[config.mk]
export PLATFORM = sky130hd
export DESIGN_NAME = oli_cell
export DESIGN_NICKNAME = d
export VERILOG_FILES = /design/src/rtl/core/oli_pkg.sv /design/src/rtl/core/oli_cell.sv
export SDC_FILE = /design/constraint.sdc
export NUM_CORES = 1
export LEC_CHECK = 0
export BUFFER_PORTS_ARGS = -buffer_cell sky130_fd_sc_hd__buf_4
export CORE_UTILIZATION = 24
export DETAILED_ROUTE_END_ITERATION = 12
export GPL_TIMING_DRIVEN = 0
export HOLD_SLACK_MARGIN = 0.03
export PLACE_DENSITY = 0.6
export SYNTH_ARGS = -nofsm -noshare
export SYNTH_HDL_FRONTEND = slang
export SYNTH_SLANG_ARGS = --single-unit
[constraint.sdc]
create_clock -name clk -period 2.75 [get_ports clk]
set_input_delay 0.275 -clock clk [delete_from_list [all_inputs] [get_ports clk]]
set_output_delay 0.275 -clock clk [all_outputs]
set_load 0.01 [all_outputs]
[src/rtl/core/oli_pkg.sv]
// Shared constants and types for the ordered list insert engine.
package oli_pkg;

    localparam int CAPACITY = 32;
    localparam int CNT_W    = $clog2(CAPACITY + 1);
    localparam int DATA_W   = 32;

    localparam logic [1:0] OP_PUSH_FRONT = 2'd0;
    localparam logic [1:0] OP_PUSH_BACK  = 2'd1;
    localparam logic [1:0] OP_ORDERED    = 2'd2;
    localparam logic [1:0] OP_READ_OUT   = 2'd3;

    localparam logic [1:0] STATUS_ACCEPT = 2'd0;
    localparam logic [1:0] STATUS_FULL   = 2'd1;
    localparam logic [1:0] STATUS_ENTRY  = 2'd2;
    localparam logic [1:0] STATUS_EMPTY  = 2'd3;

    typedef struct packed {
        logic       insert_en;
        logic       rotate_en;
        logic [1:0] op;
    } cell_ctrl_t;

    typedef struct packed {
        logic head;
        logic valid;
        logic at_count;
        logic is_tail;
    } cell_pos_t;

endpackage

[src/rtl/core/oli_cell.sv]
// One storage cell of the list row: compare, insert chain and shift.
module oli_cell
(
    input  logic                               clk,
    input  oli_pkg::cell_ctrl_t                ctrl,
    input  oli_pkg::cell_pos_t                 pos,
    input  logic signed [oli_pkg::DATA_W-1:0]  new_value,
    input  logic signed [oli_pkg::DATA_W-1:0]  left_value,
    input  logic signed [oli_pkg::DATA_W-1:0]  right_value,
    input  logic signed [oli_pkg::DATA_W-1:0]  head_value,
    input  logic                               move_in,
    output logic                               move_out,
    output logic signed [oli_pkg::DATA_W-1:0]  entry_value
);

    logic signed [oli_pkg::DATA_W-1:0] entry_reg;
    logic signed [oli_pkg::DATA_W-1:0] entry_next;
    logic                              less;
    logic                              hit;

    assign less = entry_reg < new_value;

    always_comb
    begin
        case (ctrl.op)
            oli_pkg::OP_PUSH_FRONT: hit = pos.head;
            oli_pkg::OP_PUSH_BACK:  hit = pos.at_count;
            oli_pkg::OP_ORDERED:    hit = (pos.valid && !less) || pos.at_count;
            default:                hit = 1'b0;
        endcase
    end

    assign move_out = hit || move_in;

    always_comb
    begin
        entry_next = entry_reg;
        if (ctrl.insert_en)
        begin
            if (move_out && !move_in)
            begin
                entry_next = new_value;
            end
            else if (move_out && (pos.valid || pos.at_count))
            begin
                entry_next = left_value;
            end
        end
        else if (ctrl.rotate_en)
        begin
            if (pos.is_tail)
            begin
                entry_next = head_value;
            end
            else if (pos.valid)
            begin
                entry_next = right_value;
            end
        end
    end

    always_ff @(posedge clk)
    begin
        entry_reg <= entry_next;
    end

    assign entry_value = entry_reg;

endmodule

==> flow_summary.yaml <==
synth:
  synth_top_area_share_pct: 32.95
  synth.avg_cell_area_sq_um: 9.562
  synth_edf_count: 32
  synth_area_leaders: "edfxtp_1, ha_1, mux2i_1, a211oi_1, a21oi_1"
  yosys_warnings: 0
  synthesis.nets: 474
  synthMostInstantiatedCell: "a21oi_1"
  ys_seq_area_share_pct: 32.95
  synthCells: 305
  synth_top_cell_by_area: "edfxtp_1"
  netlist_area_sq_um: 2917
  synthTopCellsByCount: "a21oi_1, a211oi_1, nor2b_1"
  synth-seq-cells: 32
  ys.flop_type: "edfxtp_1"
  netlist-cell-type-count: 34
  async_flop_share_pct: 0
place:
  place_area_sq_um: 4365
  port_buffers: 169
  hpwlAfterDp_um: 7845
  dp_cells: 617
  gp_congestion: 0.7478
sta:
  max_freq_mhz: 361.4
  rsz0062_at_grt: "true"
  worst_pin_slew_ns: 0.6761
  period_share_pct: 100.6
  max_slew_margin_pct: 54.93
  worst_slack_ns: -0.01682
  final.min_clock_period_ns: 2.767
  setup_violations: 9
  hold_viol_final: 0
  setup-tns-final_ns: -0.07831
  clock-skew-final_ns: 0.007111
  drv_slew: 0
setup_path:
  path_class: "register to register"
  start_kind: "register"
  path_delay_family: "simple AND/OR/NAND/NOR gates"
  r2r_setup_slack_ns: -0.02
  slowest_stage: "or4_4"
  arrival_ns: 2.77
  worst-path-buf-inv: 1
  r2r_cells: 10
  cp_max_fo: 7
  cp.required_ns: 2.75
  cp-end-kind: "register"
  r2r-start: "entry_value[30]"
  cp_cell_sequence: "ha_4 -> a21oi_2 -> nand2_1 -> a221oi_2 -> o211ai_1 -> or4_4 -> nand3_4 -> clkbuf_16 -> mux2i_1 -> a21oi_1"
  max_stage_delay_ns: 0.46
  reg2reg_to: "entry_value[3]"
drt:
  totalWireLength_um: 10600
  drtIter0Drc: 88
  vias_per_cell: 4.775
  ant_nets: 0
  routedWlPerCell_um: 16.36
  firstDrtPassIters: 9
  drc: 10
  vias: 3094
pwr:
  p_per_area_nw_per_um2: 425.0
  peakVddDrop_v: 0.0002224
  power_leakage_nw: 2.235
clock_tree:
  htree_levels: 2
  clock_path_buffers: 2
  cts_buffers: 5
  clk_latency_ns: 0.28
  clkSlewWorstSetupHoldPaths_ns: 0.06
  cts_tree: "built"
  clock_sinks: 32
  cts_hold_buf: 0
  cts_root_buf: "clkbuf_16"
die:
  die_w_um: 112.2
  core_sq_um: 11610
  die_h_um: 112.2
  die-area_sq_um: 12600
  start_util_pct: 25.11
  io_pins: 171
  row_count: 39
global_routing:
  grt_overflow: 0
  gr-usage-all-layers_pct: 15.57
  antenna_found_initial: 0
  grt_max_degree: 33
  grt_pass1_vias: 3145
  grt_pass1_wl_um: 15300
run_status:
  violations: "design-rule violations, negative setup slack"
  status: "finished, violations left"
worst_hold_path:
  min_to: "entry_value[16]"
  hold_path_depth: 3
  worstHoldStart: "head_value[16]"
  min_path_type: "input pin to register"
finish:
  final_nets: 673
  area_growth_pct: 70.91
  drive_gt1_share_pct: 46.14
  finalNonFillerCells: 648
  n_antenna_cell: 0
  final_cell_area_sq_um: 4985
  largest_reg_flops: 32
job:
  cap_violations: 0
## area by class of cell
type	count	area, sq um
Clock buffer	6	128.9
Inverter	32	120.1
Tap cell	143	178.9
Timing Repair Buffer	190	1465
Sequential cell	32	960.9
Buffer	17	112.6
Clock inverter	2	35.03
Fill cell	1147	6629
Multi-Input combinational cell	226	1983
## worst max path at each step
stage	startpoint	end	slack, ns	cells after the start
after global routing	entry_value[30]	move_out	-0.21	10
final	entry_value[30]	entry_value[3]	-0.02	10
after floorplan	entry_value[31]	entry_value[0]	0.08	9
after global placement	entry_value[19]	entry_value[16]	-0.35	9
after CTS	entry_value[21]	move_out	-0.05	10
after detailed placement	entry_value[31]	entry_value[17]	-0.39	9
## per-stage QoR
step / hold WS [ns] / worst slack [ns] / util (%) / total power [W]
floorplan: 0.5278 / 0.07876 / - / 0.0009979
finish: 0.3515 / -0.01682 / 42.92 / 0.002119
CTS: 0.3470 / -0.05277 / 40.71 / 0.002054
detailed placement: 0.6337 / -0.3883 / 37.59 / 0.001344
global placement: 0.6309 / -0.3475 / 37.59 / 0.001331
global route: 0.3609 / -0.2103 / 42.92 / 0.002235
## cells by family after synthesis
logic type	Yosys count	synth area share, %
fa+ha+maj	31	13.30
compound gates	96	20.63
mux	32	10.98
flops	32	32.95
simple gates	63	13.56
buf+inv	49	7.980
xor+xnor	2	0.6007
## worst register-to-register path, delay by kind of cell (launching register included)
kind	cells	cell delay, ns
compound gates	4	0.64
buf+inv	1	0.20
mux	1	0.20
fa+ha+maj	1	0.26
simple gates	3	0.77
flops	1	0.43
## what timing repair did
action                     in CTS  in global routing
pin swaps                      13                 28
cloned                          0                  4
setup buffers                  12                  7
resized for setup              18                 18
setup endpoints to repair      63                 63
## routing by layer
layer  share of wire [%]  track usage [%]
met1                  44            19.15
met4                 1.4            4.089
met3                 6.9            3.672
met2                  48            27.25
met5                   0                0
## layout by cell type (no fill, tap or decap), types with 2 or more instances in the layout
cell / Yosys / routed
a21oi_4: 0 / 2
nand2_1: 9 / 9
inv_1: 32 / 32
o21ai_0: 5 / 3
a211oi_1: 35 / 33
o21ai_1: 3 / 2
buf_4: 0 / 187
buf_12: 3 / 3
ha_1: 31 / 22
clkbuf_16: 0 / 7
mux2i_2: 0 / 3
a21o_1: 2 / 2
ha_4: 0 / 9
nand4_1: 5 / 5
nor2b_1: 33 / 33
o31a_4: 0 / 3
clkbuf_1: 14 / 15
a211oi_2: 0 / 2
mux2i_1: 32 / 28
a21oi_1: 44 / 40
a21oi_2: 1 / 3
nor2_1: 5 / 5
o21ai_2: 0 / 3
edfxtp_1: 32 / 32
## power breakdown
| group | total (W) | switching, W | internal [W] |
|---|---|---|---|
| logic | 0.000831 | 0.000377 | 0.000454 |
| registers | 0.000650 | 0.0000367 | 0.000613 |
| clock network | 0.000637 | 0.000211 | 0.000426 |
| total | 0.00212 | 0.000625 | 0.00149 |
(Power assumes the default switching activity.)
